**src/design/kvt_pkg.sv**
```systemverilog
package kvt_pkg;

    // Field widths
    localparam int ACT_W   = 2;
    localparam int BYTE_W  = 8;
    localparam int HASH_W  = 32;
    localparam int VAL_W   = 32;
    localparam int STAT_W  = 3;
    localparam int COUNT_W = 9;

    // djb2 seed
    localparam logic [HASH_W-1:0] HASH_START = 32'd5381;

    // Defaults for the top-level parameters
    localparam int DEF_NUM_BUCKETS = 64;
    localparam int DEF_WAYS        = 4;

    // Depth of the queue between hashing and table update
    localparam int QUEUE_DEPTH = 2;

    typedef enum logic [ACT_W-1:0] {
        ACT_PUT    = 2'd0,
        ACT_GET    = 2'd1,
        ACT_REMOVE = 2'd2,
        ACT_CLEAR  = 2'd3
    } t_action;

    typedef enum logic [STAT_W-1:0] {
        ST_INSERTED  = 3'd0,
        ST_REPLACED  = 3'd1,
        ST_FOUND     = 3'd2,
        ST_NOT_FOUND = 3'd3,
        ST_REMOVED   = 3'd4,
        ST_FULL_CLR  = 3'd5
    } t_status;

endpackage

```
**src/design/kvt_front.sv**
```systemverilog
module kvt_front
    import kvt_pkg::*;
#(
    parameter int NUM_BUCKETS = DEF_NUM_BUCKETS,
    parameter int SLOT_W      = 6,
    parameter int CMD_W       = 72
) (
    input  logic              i_clk,
    input  logic              i_rst_n,
    input  logic              i_push,
    output logic              o_full,
    input  logic [ACT_W-1:0]  i_action,
    input  logic [BYTE_W-1:0] i_key_byte,
    input  logic              i_key_last,
    input  logic [VAL_W-1:0]  i_value,
    output logic              o_cmd_push,
    output logic [CMD_W-1:0]  o_cmd_data,
    input  logic              i_cmd_full
);

    localparam bit IS_POW2 = ((NUM_BUCKETS & (NUM_BUCKETS - 1)) == 0);

    // Steps of the bucket index calculation
    typedef enum logic [4:0] {
        P_IDLE = 5'b00001,
        P_FOLD = 5'b00010,
        P_QUOT = 5'b00100,
        P_REM  = 5'b01000,
        P_SEND = 5'b10000
    } t_step;

    logic [HASH_W-1:0] r_acc;
    logic [HASH_W-1:0] n_hash;

    // djb2 step: h * 33 + byte
    assign n_hash = (r_acc << 5) + r_acc + HASH_W'(i_key_byte);

    generate
        if (IS_POW2) begin : g_mask
            logic accept;

            assign o_full     = i_cmd_full;
            assign accept     = i_push && !o_full;
            assign o_cmd_push = accept && i_key_last;
            assign o_cmd_data = {i_action, n_hash,
                                 SLOT_W'(n_hash & HASH_W'(NUM_BUCKETS - 1)), i_value};

            always_ff @(posedge i_clk) begin
                if (!i_rst_n) begin
                    r_acc <= HASH_START;
                end else if (accept) begin
                    r_acc <= i_key_last ? HASH_START : n_hash;
                end
            end
        end else begin : g_rem
            // Bucket index in three register steps: fold the hash bytes with their
            // weights mod NUM_BUCKETS, divide by reciprocal multiply, subtract
            localparam int FOLD_W = BYTE_W + SLOT_W + 2;
            localparam int MUL_W  = FOLD_W + 1;
            localparam int PROD_W = FOLD_W + MUL_W;
            localparam int W0     = 1 % NUM_BUCKETS;
            localparam int W1     = 256 % NUM_BUCKETS;
            localparam int W2     = 65536 % NUM_BUCKETS;
            localparam int W3     = 16777216 % NUM_BUCKETS;
            // ceil(2^(FOLD_W+SLOT_W) / NUM_BUCKETS): exact quotient for any fold value
            localparam longint unsigned RECIP =
                ((64'd1 << (FOLD_W + SLOT_W)) + 64'(NUM_BUCKETS) - 64'd1)
                / 64'(NUM_BUCKETS);

            logic              accept;
            t_step             r_step;
            logic [HASH_W-1:0] r_hash;
            logic [FOLD_W-1:0] r_fold, r_quot;
            logic [SLOT_W-1:0] r_rem;
            logic [ACT_W-1:0]  r_act;
            logic [VAL_W-1:0]  r_val;
            logic [FOLD_W-1:0] fold;
            logic [PROD_W-1:0] prod;
            logic [FOLD_W-1:0] qn;

            assign o_full     = (r_step != P_IDLE) || i_cmd_full;
            assign accept     = i_push && !o_full;
            assign o_cmd_push = (r_step == P_SEND) && !i_cmd_full;
            assign o_cmd_data = {r_act, r_hash, r_rem, r_val};

            // Byte weights are 256^i mod NUM_BUCKETS, so the sum keeps the remainder
            assign fold = FOLD_W'(r_hash[0 +: BYTE_W]) * FOLD_W'(W0)
                        + FOLD_W'(r_hash[8 +: BYTE_W]) * FOLD_W'(W1)
                        + FOLD_W'(r_hash[16 +: BYTE_W]) * FOLD_W'(W2)
                        + FOLD_W'(r_hash[24 +: BYTE_W]) * FOLD_W'(W3);
            assign prod = PROD_W'(r_fold) * PROD_W'(RECIP);
            assign qn   = r_quot * FOLD_W'(NUM_BUCKETS);

            always_ff @(posedge i_clk) begin
                if (accept && i_key_last) begin
                    r_hash <= n_hash;
                    r_act  <= i_action;
                    r_val  <= i_value;
                end
                case (r_step)
                    P_FOLD:  r_fold <= fold;
                    P_QUOT:  r_quot <= FOLD_W'(prod >> (FOLD_W + SLOT_W));
                    P_REM:   r_rem  <= SLOT_W'(r_fold - qn);
                    default: ;
                endcase
            end

            always_ff @(posedge i_clk) begin
                if (!i_rst_n) begin
                    r_acc  <= HASH_START;
                    r_step <= P_IDLE;
                end else begin
                    if (accept) begin
                        r_acc <= i_key_last ? HASH_START : n_hash;
                    end
                    case (r_step)
                        P_IDLE:  if (accept && i_key_last) r_step <= P_FOLD;
                        P_FOLD:  r_step <= P_QUOT;
                        P_QUOT:  r_step <= P_REM;
                        P_REM:   r_step <= P_SEND;
                        P_SEND:  if (!i_cmd_full) r_step <= P_IDLE;
                        default: r_step <= P_IDLE;
                    endcase
                end
            end
        end
    endgenerate

endmodule

```
**config.mk**
```make
export PLATFORM = sky130hd
export DESIGN_NAME = kvt_front
export DESIGN_NICKNAME = d
export VERILOG_FILES = /design/src/design/kvt_pkg.sv /design/src/design/kvt_front.sv
export SDC_FILE = /design/constraint.sdc
export NUM_CORES = 1
export LEC_CHECK = 0
export BUFFER_PORTS_ARGS = -buffer_cell sky130_fd_sc_hd__buf_2
export CAP_MARGIN = 20
export CORE_MARGIN = 1.5
export CORE_UTILIZATION = 56
export CTS_CLUSTER_DIAMETER = 60
export DETAILED_ROUTE_END_ITERATION = 16
export GPL_TIMING_DRIVEN = 0
export PLACE_DENSITY = 0.89
export RECOVER_POWER = 100
export SETUP_SLACK_MARGIN = 0.3
export SYNTH_ARGS = -nofsm -noshare
export SYNTH_HDL_FRONTEND = slang
export SYNTH_SLANG_ARGS = --single-unit
```
**constraint.sdc**
```tcl
create_clock -name i_clk -period 12.7 [get_ports i_clk]
set_input_delay 3.81 -clock i_clk [delete_from_list [all_inputs] [get_ports i_clk]]
set_output_delay 3.81 -clock i_clk [all_outputs]
set_load 0.05 [all_outputs]
```
**Word level (Yosys, flattened, before mapping)**

Index checks and enable logic that the tools add are counted.

- $add $sub $neg: 2
- Multiplexer cells: 1
- Reduce and logical (&&, ||, !) cells: 3

Operator list:

| kind | number |
|---|---|
| $add 32x32->32 | 1 |
| $add 32x8->32 | 1 |
| $mux 32 | 1 |
| $logic_and 1x1->1 | 2 |
| $logic_not 1->1 | 1 |

- Register bits: 32
- Bits of input ports: 47
- Output and inout bits: 74
- Logic and storage cells: 7

**Depth between registers and ports, before layout**

- Depth in word-level cells: 3
- Mapped depth: 11

**Least setup slack after synthesis**

Ideal clock, no wire load.

- Path kind: input to output
- Start: in i_key_byte[5]
- End: out o_cmd_data[67]
- Data arrival time: 6539 ps
- Slack: 2351 ps
- Stages on the path: 10
- Path buffers: 0
- Path through: inv_1 fa_1 inv_1 ha_1 o21ai_0 o21ai_2 nand4_2 a2111oi_4 a211oi_1 xnor2_1

- Longest elaborated chain between the ends: 1

RTL lines:

| item | RTL line | text |
|---|---|---|
| start: declaration | kvt_front.sv:13 | `input logic [BYTE_W-1:0] i_key_byte,` |
| $add 32x8->32 | kvt_front.sv:36 | `assign n_hash = (r_acc << 5) + r_acc + HASH_W'(i_key_byte);` |
| end: declaration | kvt_front.sv:17 | `output logic [CMD_W-1:0] o_cmd_data,` |

Every way passes these cells.

**Worst setup path after layout**

- Start: in i_key_byte[5]
- End: out o_cmd_data[63]

Same word-level chain as after synthesis.

==> impl_metrics.ini <==
[critical_path]
r2r_setup_slack_ns = 8.87
reg2reg_depth = 11
cp-end-kind = output port
start_kind = input port
worstSetupPathType = in2out
worstPathRequired_ns = 8.89
crit_arrival_ns = 7.56
crit_fanout = 4

[placement]
io_buffers = 86
dpl_cell_area_um2 = 4140
dp.cells = 595
gp_congestion = 0.969
dp_hpwl_um = 7720

[routing]
route.met3.wl_um = 605
wirelength_um = 9400
first_pass_iters = 5
wl_met1_um = 4180
highest_layer = met4
num_vias = 3585
drcViolationCount = 0
dr.first_iter.drc_count = 308
ant_nets = 0
route.detailed.wl_per_inst_um = 15.6
wl_met2_um = 4480
via_per_inst = 5.95

[timing]
final-hold-violation-count = 0
post-route-period-util_pct = 89.6
setup_viol = 0
finClkSkew_ns = 0.00375
worst_pin_slew_ns = 0.916
fin_crit_ns = 11.37
slew_headroom_pct = 37.3
tns_ns = 0
rsz0062_at_grt = no
max_freq_mhz = 87.9
finalMaxSlewViolations = 0

[floorplan]
ios = 121
initial_utilization_pct = 57.5
dieArea_um2 = 6940
core_um2 = 6280
fp.dieW_um = 83.3
die_h_um = 83.3
row_count = 29

[finish]
largest_registers = r_acc x32
syn2layout_area_growth_pct = 13.4
stdcell_count = 603
drive_gt1_share_pct = 13.5
largest_reg_flops = 32
diodes = 0
largest_register = r_acc
layout_commonest_cell = clkbuf_1
final_cell_mix = clkbuf_1, ha_1, buf_4, a21oi_1, nand2_1
final_cell_area_um2 = 4090
nets = 634

[min_path]
hold_depth = 2
hold_path_class = reg2reg

[cts]
clk_latency_ns = 0.29
cts_buffers = 5
hold_buffers = 0
post-cts-setup-buffers = 0
cts_sinks = 32
tritoncts = built
clkTransAtPathRegs_ns = 0.07
cts_root_buffer = clkbuf_8
cts.repair.resized = 0
htree_levels = 2
cts_buffer_depth = 2

[synthesis]
avgSynthCellArea_um2 = 8.36
syn-num-nets = 541
ys_ff_latch = 32
synth_sequential_area_ratio_pct = 17.7
synth_cell_types = 59
ys_warn_count = 0
syn_area_um2 = 3610
synth_edf_count = 0
synth_flop_cell = dfxtp_1
synth_cells = 432
postSynth.asyncResetShare_pct = 0

[power]
powerDensity_nw_per_um2 = 92.5
p_leak_nw = 1.88
ir_worst_vdd_uv = 79.1

[global_route]
antenna_found_initial = 0
grtUsageTotal_pct = 26.5
grt_pass1_wl_um = 15200
gr-total-overflow = 0
grt_max_degree = 12
grt_pass1_vias = 3291

[outcome]
outcome = completed

[run]
cap_violations = 0
## cell usage after synthesis (4+ instances only)
cell type	n	share of area (%)
a22o_1	14	3.4
xor2_1	12	2.9
nand2_1	34	3.5
o211ai_1	4	0.83
a211oi_2	4	1.4
nand4_1	5	0.87
and2_1	5	0.87
nand2b_1	6	1.0
buf_4	41	8.5
a21oi_1	36	5.0
clkbuf_1	12	1.2
a21o_1	8	1.7
a22oi_1	9	1.9
o21ai_0	22	3.1
nor2_1	24	2.5
fa_1	4	2.2
dfxtp_1	32	18
nor3_1	7	0.97
inv_1	8	0.83
o21a_1	5	1.0
nand3_1	6	0.83
ha_1	58	20
xnor2_1	15	3.6
nor2b_1	11	1.9
## per-stage QoR
stage	setup WS [ns]	util, %	power, mW	hold WS [ns]
2_1_floorplan	2.35	-	0.263	0.429
5_1_grt	1.10	65.2	0.396	0.509
3_5_place_dp	2.26	65.9	0.301	0.462
6_report	1.33	65.2	0.379	0.478
3_3_place_gp	2.36	65.9	0.298	0.463
4_1_cts	2.25	67.5	0.386	0.483
## area by class of cell
| type | count | area (um^2) |
|---|---|---|
| Clock buffer | 6 | 82.6 |
| Clock inverter | 2 | 15.0 |
| Timing Repair Buffer | 86 | 337 |
| Inverter | 8 | 30.0 |
| Tap cell | 77 | 96.3 |
| Sequential cell | 32 | 641 |
| Fill cell | 580 | 2180 |
| Multi-Input combinational cell | 337 | 2520 |
| Buffer | 55 | 369 |
## worst max-delay path, cell delays in order
cell and delay, ns:
buf_2 0.07, inv_1 0.05, fa_1 0.53, inv_1 0.04, ha_1 0.34, o21ai_0 0.14
o21ai_0 0.48, nand4_2 0.17, a2111oi_0 0.86, o21ai_0 0.34, xnor2_1 0.25, clkbuf_1 0.49
## path summary, 6_finish.rpt
kind | startpoint | endpoint
worst max-delay path | i_key_byte[5] | o_cmd_data[63]
worst min-delay path | r_acc[27] | r_acc[27]
worst max register to register | r_acc[0] | r_acc[25]
worst min register to register | r_acc[27] | r_acc[27]
## kinds of logic after synthesis
family | count (synthesis) | synth area share (%)
AOI/OAI and AO/OA | 132 | 25.9
and+or+nand+nor | 113 | 15.6
buffers and inverters | 63 | 11.1
adders and majority gates | 62 | 22.3
DFF | 32 | 17.7
xor gates and xnor gates | 27 | 6.55
muxes | 3 | 0.867
## power by group
part / switching, mW / internal, mW
Sequential: 0.00325 / 0.103
Clock: 0.0425 / 0.0439
Combinational: 0.138 / 0.0486
Total: 0.183 / 0.195
## metal layers
metal | GRT usage (%) | vias up
met4 | 5.91 | 0
li1 | - | 1724
met5 | 0 | -
met2 | 46.5 | 159
met3 | 4.08 | 16
met1 | 34.4 | 1686
(Power assumes the default switching activity.)
