## config.mk

```make
export PLATFORM = sky130hd
export DESIGN_NAME = kvt_fifo
export DESIGN_NICKNAME = d
export VERILOG_FILES = /design/src/design/kvt_pkg.sv /design/src/design/kvt_fifo.sv
export SDC_FILE = /design/constraint.sdc
export NUM_CORES = 1
export LEC_CHECK = 0
export BUFFER_PORTS_ARGS = -buffer_cell sky130_fd_sc_hd__buf_4
export CORE_MARGIN = 5
export CORE_UTILIZATION = 49
export CTS_CLUSTER_SIZE = 30
export DETAILED_ROUTE_END_ITERATION = 16
export PLACE_DENSITY = 0.84
export RECOVER_POWER = 50
export REMOVE_ABC_BUFFERS = 1
export SYNTH_ARGS = -nofsm -noshare
export SYNTH_HDL_FRONTEND = slang
export SYNTH_SLANG_ARGS = --single-unit
```

## constraint.sdc

```tcl
create_clock -name i_clk -period 1.6 [get_ports i_clk]
set_input_delay 0.24 -clock i_clk [delete_from_list [all_inputs] [get_ports i_clk]]
set_output_delay 0.24 -clock i_clk [all_outputs]
set_load 0.05 [all_outputs]
```

## src/design/kvt_pkg.sv

```systemverilog
package kvt_pkg;

    // Field widths
    localparam int ACT_W   = 2;
    localparam int BYTE_W  = 8;
    localparam int HASH_W  = 32;
    localparam int VAL_W   = 32;
    localparam int STAT_W  = 3;
    localparam int COUNT_W = 9;

    // djb2 seed
    localparam logic [HASH_W-1:0] HASH_START = 32'd5381;

    // Defaults for the top-level parameters
    localparam int DEF_NUM_BUCKETS = 64;
    localparam int DEF_WAYS        = 4;

    // Depth of the queue between hashing and table update
    localparam int QUEUE_DEPTH = 2;

    typedef enum logic [ACT_W-1:0] {
        ACT_PUT    = 2'd0,
        ACT_GET    = 2'd1,
        ACT_REMOVE = 2'd2,
        ACT_CLEAR  = 2'd3
    } t_action;

    typedef enum logic [STAT_W-1:0] {
        ST_INSERTED  = 3'd0,
        ST_REPLACED  = 3'd1,
        ST_FOUND     = 3'd2,
        ST_NOT_FOUND = 3'd3,
        ST_REMOVED   = 3'd4,
        ST_FULL_CLR  = 3'd5
    } t_status;

endpackage

```

## src/design/kvt_fifo.sv

```systemverilog
module kvt_fifo
    import kvt_pkg::*;
#(
    parameter int WIDTH = 8
) (
    input  logic             i_clk,
    input  logic             i_rst_n,
    input  logic             i_push,
    input  logic [WIDTH-1:0] i_data,
    output logic             o_full,
    input  logic             i_pop,
    output logic             o_empty,
    output logic [WIDTH-1:0] o_data
);

    localparam int PTR_W = $clog2(QUEUE_DEPTH);
    localparam int CNT_W = $clog2(QUEUE_DEPTH + 1);

    logic [WIDTH-1:0] r_slot [QUEUE_DEPTH];
    logic [PTR_W-1:0] r_wptr, r_rptr;
    logic [CNT_W-1:0] r_count;
    logic             push_ok, pop_ok;

    assign o_full  = (r_count == CNT_W'(QUEUE_DEPTH));
    assign o_empty = (r_count == '0);
    assign o_data  = r_slot[r_rptr];
    assign push_ok = i_push && !o_full;
    assign pop_ok  = i_pop && !o_empty;

    // Storage
    always_ff @(posedge i_clk) begin
        if (push_ok) begin
            r_slot[r_wptr] <= i_data;
        end
    end

    // Pointers and fill count
    always_ff @(posedge i_clk) begin
        if (!i_rst_n) begin
            r_wptr  <= '0;
            r_rptr  <= '0;
            r_count <= '0;
        end else begin
            if (push_ok) begin
                r_wptr <= (r_wptr == PTR_W'(QUEUE_DEPTH - 1)) ? '0 : r_wptr + 1'b1;
            end
            if (pop_ok) begin
                r_rptr <= (r_rptr == PTR_W'(QUEUE_DEPTH - 1)) ? '0 : r_rptr + 1'b1;
            end
            if (push_ok && !pop_ok) begin
                r_count <= r_count + 1'b1;
            end else if (pop_ok && !push_ok) begin
                r_count <= r_count - 1'b1;
            end
        end
    end

endmodule

```

# Yosys cells after proc, flatten, opt, wreduce, memory -nomap -nowiden

Memories as Yosys holds them, arrays and structs flattened. A register that Yosys moved wholly into a read port is not among the register bits.
Index checks and enable logic that the tools add are counted.

Flip-flop bits (word level): 4
Memory bits (writable): 16
Output and inout bits: 10
Logic and storage cells: 27
Memories kept: 1

$add $sub $neg: 4
Eq/ne operators: 1
Multiplexer cells: 8
Reductions and logical operators: 10

Memory list:

| memory | words | width | rd ports | clocked after Yosys merged registers in | write ports | RTL line       | source |
|---|---|---|---|---|---|---|---|
| r_slot | 2     | 8     | 1        | 1                                       | 1           | kvt_fifo.sv:19 | `logic [WIDTH-1:0] r_slot [QUEUE_DEPTH];` |

Operator list:

| kind                                              | count |
|---|---|
| 2-to-1 mux 1 bit                                  | 6 |
| logical AND 1 bit                                 | 4 |
| logical NOT 1 bit                                 | 4 |
| 2-to-1 mux 2 bit                                  | 2 |
| adder 1 bit (second input constant)               | 2 |
| adder 2 x 1 -> 2 bit (second input constant)      | 1 |
| == test 2 bit (second input constant)             | 1 |
| logical NOT 2 bit                                 | 1 |
| nonzero test 2 bit                                | 1 |
| subtractor 2 x 1 -> 2 bit (second input constant) | 1 |

# Longest topological paths before layout

Gate-level depths: netlist of the first run.

Depth in word-level cells: 7
Gate-level depth with buffers: 7

# Least setup slack after synthesis of the first run

OpenSTA, ideal clock, no wires.

Kind: reg-to-reg
From: register r_count[0]
To: register r_count[1]
Library setup time: 0.070 ns
Arrival time: 1.559 ns
Required time: 1.530 ns
Setup slack: -0.029 ns
Stages on the path, launching flop included: 7
Path buffers: 0
Period minus slack after synthesis: 1.629 ns
Cells stage by stage: dfxtp_1 nand2b_1 inv_2 nor2_1 ha_1 or3_1 a21boi_1

Longest elaborated chain between the ends: 6

Ends and longest elaborated chain:

| element                      | RTL line       | source |
|---|---|---|
| from (decl)                  | kvt_fifo.sv:21 | `logic [CNT_W-1:0] r_count;` |
| from (signal assigned)       | kvt_fifo.sv:51 | `r_count <= r_count + 1'b1;` |
| from (signal assigned)       | kvt_fifo.sv:53 | `r_count <= r_count - 1'b1;` |
| == test 2 bit *              | kvt_fifo.sv:24 | `assign o_full = (r_count == CNT_W'(QUEUE_DEPTH));` |
| via o_full                   | kvt_fifo.sv:10 | `output logic o_full,` |
| logical NOT 1 bit *          | kvt_fifo.sv:27 | `assign push_ok = i_push && !o_full;` |
| logical AND 1 bit *          | kvt_fifo.sv:27 |  |
| logical NOT 1 bit            | kvt_fifo.sv:52 | `end else if (pop_ok && !push_ok) begin` |
| logical AND 1 bit            | kvt_fifo.sv:52 |  |
| nonzero test 2 bit (no line) | -              |  |

The timed path passes the listed nets; every way through them passes the cells marked *. The select of a mux whose other input is x is not followed.
A chain may end at the register's enable or synchronous reset.

# Final worst setup path of the first run

From: register r_count[1]
To: register r_count[1]

Longest elaborated chain between the ends: 6

Ends and longest elaborated chain:

| element                                                                 | RTL line |
|---|---|
| == test 2 bit / logical NOT 2 bit (equally long branches)               | kvt_fifo.sv:24, kvt_fifo.sv:25 |
| logical NOT 1 bit, on equally long branches                             | kvt_fifo.sv:27, kvt_fifo.sv:28 |
| logical AND 1 bit, on equally long branches                             | kvt_fifo.sv:27, kvt_fifo.sv:28 |
| logical NOT 1 bit, on equally long branches                             | kvt_fifo.sv:52, kvt_fifo.sv:50 |
| logical AND 1 bit, on equally long branches                             | kvt_fifo.sv:52, kvt_fifo.sv:50 |
| nonzero test 2 bit (no line) / 2-to-1 mux 2 bit (equally long branches) | - |

Parallel ways exist; a longest one is shown, timed or not. The select of a mux whose other input is x is not followed.

==> results of run 1 <==
-- state kept, by name, summed over array words and instances (netlist names), named ones only --
name,count
r_count,2
r_rptr,1
r_slot,16
r_wptr,1
-- worst paths after layout --
kind / depth (start not counted) / slack, ps / start / to
worst min-delay path: 1 / 150 / i_data[4] / r_slot[0][4]$_DFFE_PP_
worst max-delay path: 4 / 90 / r_count[1]$_SDFFE_PN0P_ / r_count[1]$_SDFFE_PN0P_
worst min register to register: 2 / 580 / r_count[1]$_SDFFE_PN0P_ / r_count[1]$_SDFFE_PN0P_
worst max register to register: 4 / 90 / r_count[1]$_SDFFE_PN0P_ / r_count[1]$_SDFFE_PN0P_
-- metrics by stage --
stage,instance area [sq um],power [mW],utilization,TNS (ps)
after floorplan,805,1.37,-,-29.2
after global placement,997,1.59,0.647,0
after detailed placement,997,1.61,0.647,0
after CTS,1020,1.85,0.665,0
after global routing,1020,1.96,0.662,0
final,1020,1.84,0.662,0
-- area by class of cell --
| cell class | count | area (sq um) | area share |
|---|---|---|---|
| sequential | 21 | 586 | 0.574 |
| timing repair buffer | 23 | 163 | 0.159 |
| tap | 16 | 20.0 | 0.0196 |
| multi-input combinational | 26 | 219 | 0.214 |
| inverter | 2 | 7.51 | 0.00735 |
| clock buffer | 4 | 26.3 | 0.0257 |
-- layer usage --
metal,global-route usage,wire (um)
met2,0.174,587
met5,0,0
met3,0.0355,92
met1,0.134,549
met4,0.0638,18
-- worst max-delay path, delay by kind of cell, from the launching register on --
kind,cells,cell delay (ps)
compound gates,2,290
fa+ha+maj,1,350
flops,1,450
simple gates,1,350
-- cells in the final DEF, fill, tap and decap left out --
cell       n
edfxtp_1  16
buf_4     14
clkbuf_4   9
mux2_2     8
and2_1     3
clkbuf_1   3
dfxtp_1    3
nor2_1     2
xnor2_1    2
nand2b_4   1
inv_2      1
inv_1      1
o21ai_1    1
and3_1     1
nor3_1     1
a21boi_0   1
o21a_1     1
xor2_1     1
o21ai_0    1
or3_1      1
a21boi_1   1
ha_1       1
dfxtp_4    1
clkbuf_2   1
dfxtp_2    1
-- timing repair --
| item | in CTS | in global routing |
|---|---|---|
| resized for setup | 1 | 3 |
| pin swaps | 0 | 0 |
| setup endpoints to repair | 8 | 2 |
| gates cloned | 0 | 0 |
-- power breakdown --
group / total [mW] / switching (mW) / internal (mW)
Clock: 0.234 / 0.137 / 0.0967
Combinational: 0.822 / 0.504 / 0.318
Sequential: 0.785 / 0.0808 / 0.704
Total: 1.84 / 0.722 / 1.12
-- cells by family after synthesis --
kind of cell | after synthesis | share of synthesized area
adders and majority gates | 1 | 0.0155
DFF | 21 | 0.717
and+or+nand+nor | 9 | 0.0680
AOI/OAI and AO/OA | 5 | 0.0402
muxes | 8 | 0.111
buffers and inverters | 3 | 0.0154
xor gates and xnor gates | 3 | 0.0325
==> flow_metrics.tcl, run 1 <==
set metrics [dict create \
    finalWirelength_um 1250 \
    path_cells "o21ai_1 -> ha_1 -> or3_1 -> a21boi_1" \
    clock_skew_ps 4.27 \
    cts_max_level 1 \
    final.period_utilization 0.941 \
    ios 22 \
    fill_cells 131 \
    die-area_sq_um 2560 \
    cts-hold-fix-buffers 0 \
    rows 14 \
    diodes 0 \
    cts_setup_buffers 0 \
    place_hpwl_um 948 \
    syn_inst 50 \
    yosysWarnings 0 \
    finalCriticalPeriod_ps 1510 \
    yosysTopAreaCellShare 0.594 \
    drtPass1Iterations 4 \
    antenna_found_initial 0 \
    grtUsageTotal 0.111 \
    tightest_slew_ps 378 \
    cts_tree "yes" \
    ys_async_sr_fraction 0 \
    fp.dieH_um 50.6 \
    path_class "flip-flop to flip-flop" \
    grt_pass1_wl_um 2140 \
    first_iter_violations 11 \
    maxClockFrequency_ghz 0.664 \
    grt_pass1_vias 495 \
    post_drt_via_cell_ratio 4.96 \
    cts_buffers 3 \
    crit_path_end_kind "flip-flop" \
    max_stage_delay_ps 450 \
    preCtsSetupSlack_ps 38.8 \
    cp_data_arrival_time_ps 1730 \
    grt_max_degree 12 \
    path_max_fanout 5 \
    via_count 456 \
    rsz0062_at_grt "no" \
    ant_nets 0 \
    area_growth_pct 26.1 \
    root_buffer "clkbuf_4" \
    grt-ovfl-total 0 \
    netlist_area_sq_um 810 \
    status "complete, no violations" \
    maxCapViolCount 0 \
    synth_ff_type "edfxtp_1" \
    clock_sinks 21 \
    start_util 0.525 \
    synth.most_common_cell "edfxtp_1" \
    dp.cells 88 \
    power_density_nw_per_um2 1800 \
    syn_area_per_cell_sq_um 16.2 \
    finalHoldViolations 0 \
    vdd_drop_max_v 0.00120 \
    holdWs_ps 152 \
    finalMaxSlewViolations 0 \
    worstPathRequired_ps 1820 \
    hp-class "primary input to flip-flop" \
    path_clk_slew_ps 100 \
    num-nets-final 90 \
    gp_congestion 0.713 \
    numPortBuffers 21 \
    drive_above_1_share 0.474 \
    crit_path_start_kind "flip-flop" \
    synthTopCellsByArea "edfxtp_1, dfxtp_1, mux2_2, and2_1, xnor2_1" \
    cts_buffer_depth 2 \
    fin_cells 92 \
    synth_common_cells "edfxtp_1, mux2_2, dfxtp_1" \
    yosys.area.top_type "edfxtp_1" \
    synth.distinct_cells 20 \
    synth_seq_cells 21 \
    critPathSlowestCell "dfxtp_1" \
    yosysSeqAreaShare 0.717 \
    setup_ws_ps 93.9 \
    clk_latency_ps 290 \
    post_drt_wl_per_cell_um 13.6 \
    synth_edf_count 16 \
    drc 0 \
    fp.coreArea_sq_um 1540 \
    power_leakage_nw 0.401 \
    relSlewSlack 0.748 \
    die_x_um 50.6 \
    setup_viol 0 \
]
Note: power is estimated with default switching activity, not from simulation.
==> inputs of run 2 (changes only) <==
--- a/config.mk
+++ b/config.mk
@@ -6,8 +6,10 @@
 export NUM_CORES = 1
 export LEC_CHECK = 0
 export BUFFER_PORTS_ARGS = -buffer_cell sky130_fd_sc_hd__buf_4
+export CELL_PAD_IN_SITES_DETAIL_PLACEMENT = 1
+export CELL_PAD_IN_SITES_GLOBAL_PLACEMENT = 2
 export CORE_MARGIN = 5
-export CORE_UTILIZATION = 49
+export CORE_UTILIZATION = 34
 export CTS_CLUSTER_SIZE = 30
 export DETAILED_ROUTE_END_ITERATION = 16
 export PLACE_DENSITY = 0.84
==> flow_metrics.tcl, run 2 (synthesis results as in run 1) <==
set metrics [dict create \
    gp_congestion 0.717 \
    ant_nets 0 \
    maxCapViolCount 0 \
    tightest_slew_ps 395 \
    cts_tree "yes" \
    diodes 0 \
    root_buffer "clkbuf_4" \
    vdd_drop_max_v 0.00113 \
    crit_start "r_count[0]$_SDFFE_PN0P_" \
    preCtsSetupSlack_ps 26.6 \
    grtUsageMet1 0.105 \
    reg2reg_slack_ps 110 \
    drtPass1Iterations 1 \
    setup_viol 0 \
    comb_power_share 0.445 \
    grt_pass1_vias 532 \
    die_x_um 58.8 \
    cts_buffers 3 \
    holdWs_ps 147 \
    grtUsageTotal 0.0907 \
    relSlewSlack 0.736 \
    grt_pass1_wl_um 2330 \
    p_seq_frac 0.425 \
    num-nets-final 89 \
    fp.coreArea_sq_um 2230 \
    path_class "flip-flop to flip-flop" \
    path_max_fanout 5 \
    post-route-cell-area_sq_um 1040 \
    die-area_sq_um 3460 \
    antenna_found_initial 0 \
    final.period_utilization 0.934 \
    grt-ovfl-total 0 \
    rr_worst_depth 6 \
    met2_usage 0.155 \
    post_drt_wl_per_cell_um 13.6 \
    power_leakage_nw 0.404 \
    fill_cells 245 \
    power.switching_mw 0.741 \
    power_density_nw_per_um2 1780 \
    switching_share 0.398 \
    maxClockFrequency_ghz 0.669 \
    cts-hold-fix-buffers 0 \
    finalCriticalPeriod_ps 1490 \
    area_growth_pct 29.1 \
    first_iter_violations 0 \
    worstPathRequired_ps 1830 \
    final_common_cell "edfxtp_1" \
    layout_common_cells "edfxtp_1, buf_4, clkbuf_4, mux2_2, and2_1" \
    top_regs "r_slot: 16 flops, r_count: 2 flops" \
    rows 17 \
    placed_cell_area_sq_um 1000 \
    finalWirelength_um 1400 \
    power_mw 1.86 \
    largest_reg_flops 16 \
    final_util 0.468 \
    p_clk_frac 0.131 \
    clk_latency_ps 290 \
    worstReg2RegStart "r_count[0]$_SDFFE_PN0P_" \
    rsz0062_at_grt "yes" \
    regMostFlops "r_slot" \
    path_clk_slew_ps 110 \
    fp.dieH_um 58.8 \
    hp-class "primary input to flip-flop" \
    clock_skew_ps 4.06 \
    busiest_layer "met2" \
    post_drt_via_cell_ratio 4.64 \
    crit_path_end_kind "flip-flop" \
    r2r_end "r_count[1]$_SDFFE_PN0P_" \
    clock_sinks 21 \
    cts_setup_buffers 0 \
    crit_path_start_kind "flip-flop" \
    start_util 0.362 \
    finalMaxSlewViolations 0 \
    drive_above_1_share 0.520 \
    drc 0 \
    via_count 478 \
    place_hpwl_um 1080 \
    finalHoldViolations 0 \
    numPortBuffers 21 \
    cp_data_arrival_time_ps 1720 \
    cts_max_level 1 \
    status "complete, no violations" \
    cts_buffer_depth 2 \
    use_met3 0.0263 \
    setup_ws_ps 106 \
    worstSetupEndpoint "r_count[1]$_SDFFE_PN0P_" \
    p_int_mw 1.12 \
    ios 22 \
    grt_max_degree 13 \
]
==> run 2: worst min path at each step <==
stage,startpoint,endpoint,slack (ps),cells after the start
floorplan,i_data[0],r_slot[0][0]$_DFFE_PP_,340,0
global placement,i_data[2],r_slot[0][2]$_DFFE_PP_,430,1
detailed placement,i_data[3],r_slot[0][3]$_DFFE_PP_,430,1
CTS,i_data[3],r_slot[0][3]$_DFFE_PP_,110,1
global route,i_data[5],r_slot[0][5]$_DFFE_PP_,120,1
finish,i_data[3],r_slot[0][3]$_DFFE_PP_,150,1
==> run 2: cell type report <==
cell class	count	area (sq um)	area share
sequential	21	589	0.564
multi-input combinational	26	224	0.214
timing repair buffer	22	161	0.154
tap	28	35.0	0.0335
clock buffer	3	22.5	0.0216
inverter	2	7.51	0.00719
clock inverter	1	5.00	0.00479
==> run 2: per-stage QoR <==
| step | cells | setup TNS [ps] |
|---|---|---|
| final | 103 | 0 |
| after detailed placement | 99 | 0 |
| after floorplan | 49 | -29.2 |
| after global placement | 99 | 0 |
| after CTS | 103 | 0 |
| after global routing | 103 | -9.63 |
==> run 2: power groups by stage <==
stage	sequential (mW)	combinational [mW]	clock, mW
floorplan	0.762	0.606	0
global placement	0.779	0.816	0
detailed placement	0.786	0.828	0
CTS	0.775	0.831	0.261
global route	0.809	0.889	0.287
finish	0.791	0.828	0.244
==> run 2: repair_timing <==
action / CTS / global route
resized for setup: 1 / 5
setup endpoints to repair: 8 / 9
gates cloned: 0 / 0
pin swaps: 0 / 0
==> run 2: worst max-delay path, stage by stage (launching register included) <==
cell and delay [ps]:
dfxtp_4 380, nand2b_4 140, inv_2 70, nor2_1 40, ha_1 310, or3_1 350
a21boi_1 150
==> run 2: per-layer routing <==
metal | vias up | part of all wire
met5 | - | 0
met4 | 0 | 0
li1 | 234 | -
met2 | 13 | 0.51
met3 | 0 | 0.080
met1 | 231 | 0.41
==> inputs of run 3 (changes only) <==
--- a/config.mk
+++ b/config.mk
@@ -5,14 +5,15 @@
 export SDC_FILE = /design/constraint.sdc
 export NUM_CORES = 1
 export LEC_CHECK = 0
-export BUFFER_PORTS_ARGS = -buffer_cell sky130_fd_sc_hd__buf_4
+export ABC_CLOCK_PERIOD_IN_PS = 1300
+export BUFFER_PORTS_ARGS = -buffer_cell sky130_fd_sc_hd__buf_2
 export CELL_PAD_IN_SITES_DETAIL_PLACEMENT = 1
 export CELL_PAD_IN_SITES_GLOBAL_PLACEMENT = 2
 export CORE_MARGIN = 5
-export CORE_UTILIZATION = 34
+export CORE_UTILIZATION = 30
 export CTS_CLUSTER_SIZE = 30
 export DETAILED_ROUTE_END_ITERATION = 16
-export PLACE_DENSITY = 0.84
+export PLACE_DENSITY = 0.8
 export RECOVER_POWER = 50
 export REMOVE_ABC_BUFFERS = 1
 export SYNTH_ARGS = -nofsm -noshare
==> constraint.sdc (replaced) <==
create_clock -name i_clk -period 1.3 [get_ports i_clk]
set_input_delay 0.195 -clock i_clk [delete_from_list [all_inputs] [get_ports i_clk]]
set_output_delay 0.195 -clock i_clk [all_outputs]
set_load 0.05 [all_outputs]
==> flow_metrics.tcl, run 3 (synthesis results as in run 1) <==
set metrics [dict create \
    status "complete, but fails checks" \
    violations "setup timing" \
    finalCriticalPeriod_ps 1440 \
    fp.coreArea_sq_um 2520 \
    cp_data_arrival_time_ps 1250 \
    rows 18 \
    post_drt_wl_per_cell_um 14.4 \
    cts_buffers 3 \
    cts_buffer_depth 2 \
    numPortBuffers 21 \
    cts_max_level 1 \
    cts_tree "yes" \
    final.setup.tns_ps -1220 \
    die_x_um 61.9 \
    root_buffer "clkbuf_4" \
    drc 0 \
    final_common_cell "edfxtp_1" \
    preCtsSetupSlack_ps -131 \
    fill_cells 246 \
    num-nets-final 98 \
    cts-hold-fix-buffers 0 \
    first_iter_violations 8 \
    power_density_nw_per_um2 2310 \
    top_regs "r_slot: 16 flops, r_count: 2 flops" \
    clock_sinks 21 \
    regMostFlops "r_slot" \
    power_mw 2.91 \
    clk_latency_ps 290 \
    finalWirelength_um 1640 \
    drive_above_1_share 0.607 \
    via_count 517 \
    maxCapViolCount 0 \
    final.period_utilization 1.11 \
    grtUsageTotal 0.0928 \
    fin_cells 114 \
    ios 22 \
    grt_pass1_wl_um 2500 \
    hp-class "primary input to flip-flop" \
    post_drt_via_cell_ratio 4.54 \
    path_class "flip-flop to output port" \
    layout_common_cells "edfxtp_1, buf_8, buf_2, mux2_4, buf_4" \
    path_clk_slew_ps 120 \
    clock_skew_ps 4.47 \
    dp.cells 109 \
    drtPass1Iterations 2 \
    largest_reg_flops 16 \
    finalMaxSlewViolations 0 \
    crit_path_start_kind "flip-flop" \
    setup_ws_ps -140 \
    rsz0062_at_grt "yes" \
    grt_pass1_vias 555 \
    fp.dieH_um 61.9 \
    ant_nets 0 \
    worstPathRequired_ps 1110 \
    place_hpwl_um 1180 \
    grt-ovfl-total 0 \
    path_max_fanout 8 \
    finalHoldViolations 0 \
    vdd_drop_max_v 0.00135 \
    start_util 0.321 \
    die-area_sq_um 3840 \
    tightest_slew_ps 195 \
    antenna_found_initial 0 \
    diodes 0 \
    gp_congestion 0.721 \
    crit_path_end_kind "output port" \
    maxClockFrequency_ghz 0.694 \
    setup_viol 11 \
    power_leakage_nw 0.500 \
    grt_max_degree 12 \
    relSlewSlack 0.869 \
    area_growth_pct 55.5 \
]
## run 3: cell count changes in the layout (fill, tap and decap cells not counted), sizes merged
cell / before / now
buf: 14 / 29
clkbuf: 11 / 6
clkinv: 1 / 0
## run 3: report_power, final
part	total, mW	internal [mW]	switching, mW
Sequential	0.941	0.871	0.0701
Combinational	1.66	0.827	0.835
Clock	0.308	0.119	0.189
Total	2.91	1.82	1.09
## run 3: final cells by class
type	instances	area [sq um]	area share
sequential	21	587	0.466
timing repair buffer	31	302	0.240
multi-input combinational	26	297	0.236
tap	30	37.5	0.0298
clock buffer	4	26.3	0.0209
inverter	2	10.0	0.00795
## run 3: critical path, cell delays in order, from the launching register on
cell and delay, ps:
dfxtp_2 360, buf_12 130, mux2_4 310, buf_8 150
## run 3: layer usage
layer	global-route usage	vias to the layer above	wire, um	share of wire
met3	0.0269	0	118	0.072
met1	0.103	248	664	0.40
met4	0.0364	0	0	0
li1	-	254	-	-
met5	0	-	0	0
met2	0.166	15	861	0.52
## run 3: worst paths after layout
check	cells after the start	end	slack [ps]	startpoint
setup / recovery	3	o_data[0]	-140	flip-flop
setup reg to reg	7	r_count[1]$_SDFFE_PN0P_	-110	r_count[0]$_SDFFE_PN0P_
hold / removal	1	r_slot[1][2]$_DFFE_PP_	80	i_data[2]
hold reg to reg	2	flip-flop	600	r_rptr$_SDFFE_PN0P_
## run 3: repair_timing
action | CTS | global route
resized for setup | 52 | 5
pin swaps | 3 | 2
buffers inserted | 1 | 0
gates cloned | 0 | 1
hold endpoints to repair | 0 | 0
endpoints found under the setup margin | 12 | 24
## run 3: metrics by stage
| stage | cell area (sq um) | utilization | hold WS, ps |
|---|---|---|---|
| 4_1_cts | 1250 | 0.498 | 79.0 |
| 2_1_floorplan | 805 | - | 294 |
| 6_report | 1260 | 0.499 | 82.1 |
| 3_3_place_gp | 1040 | 0.412 | 384 |
| 3_5_place_dp | 1040 | 0.412 | 388 |
| 5_1_grt | 1260 | 0.499 | 56.3 |
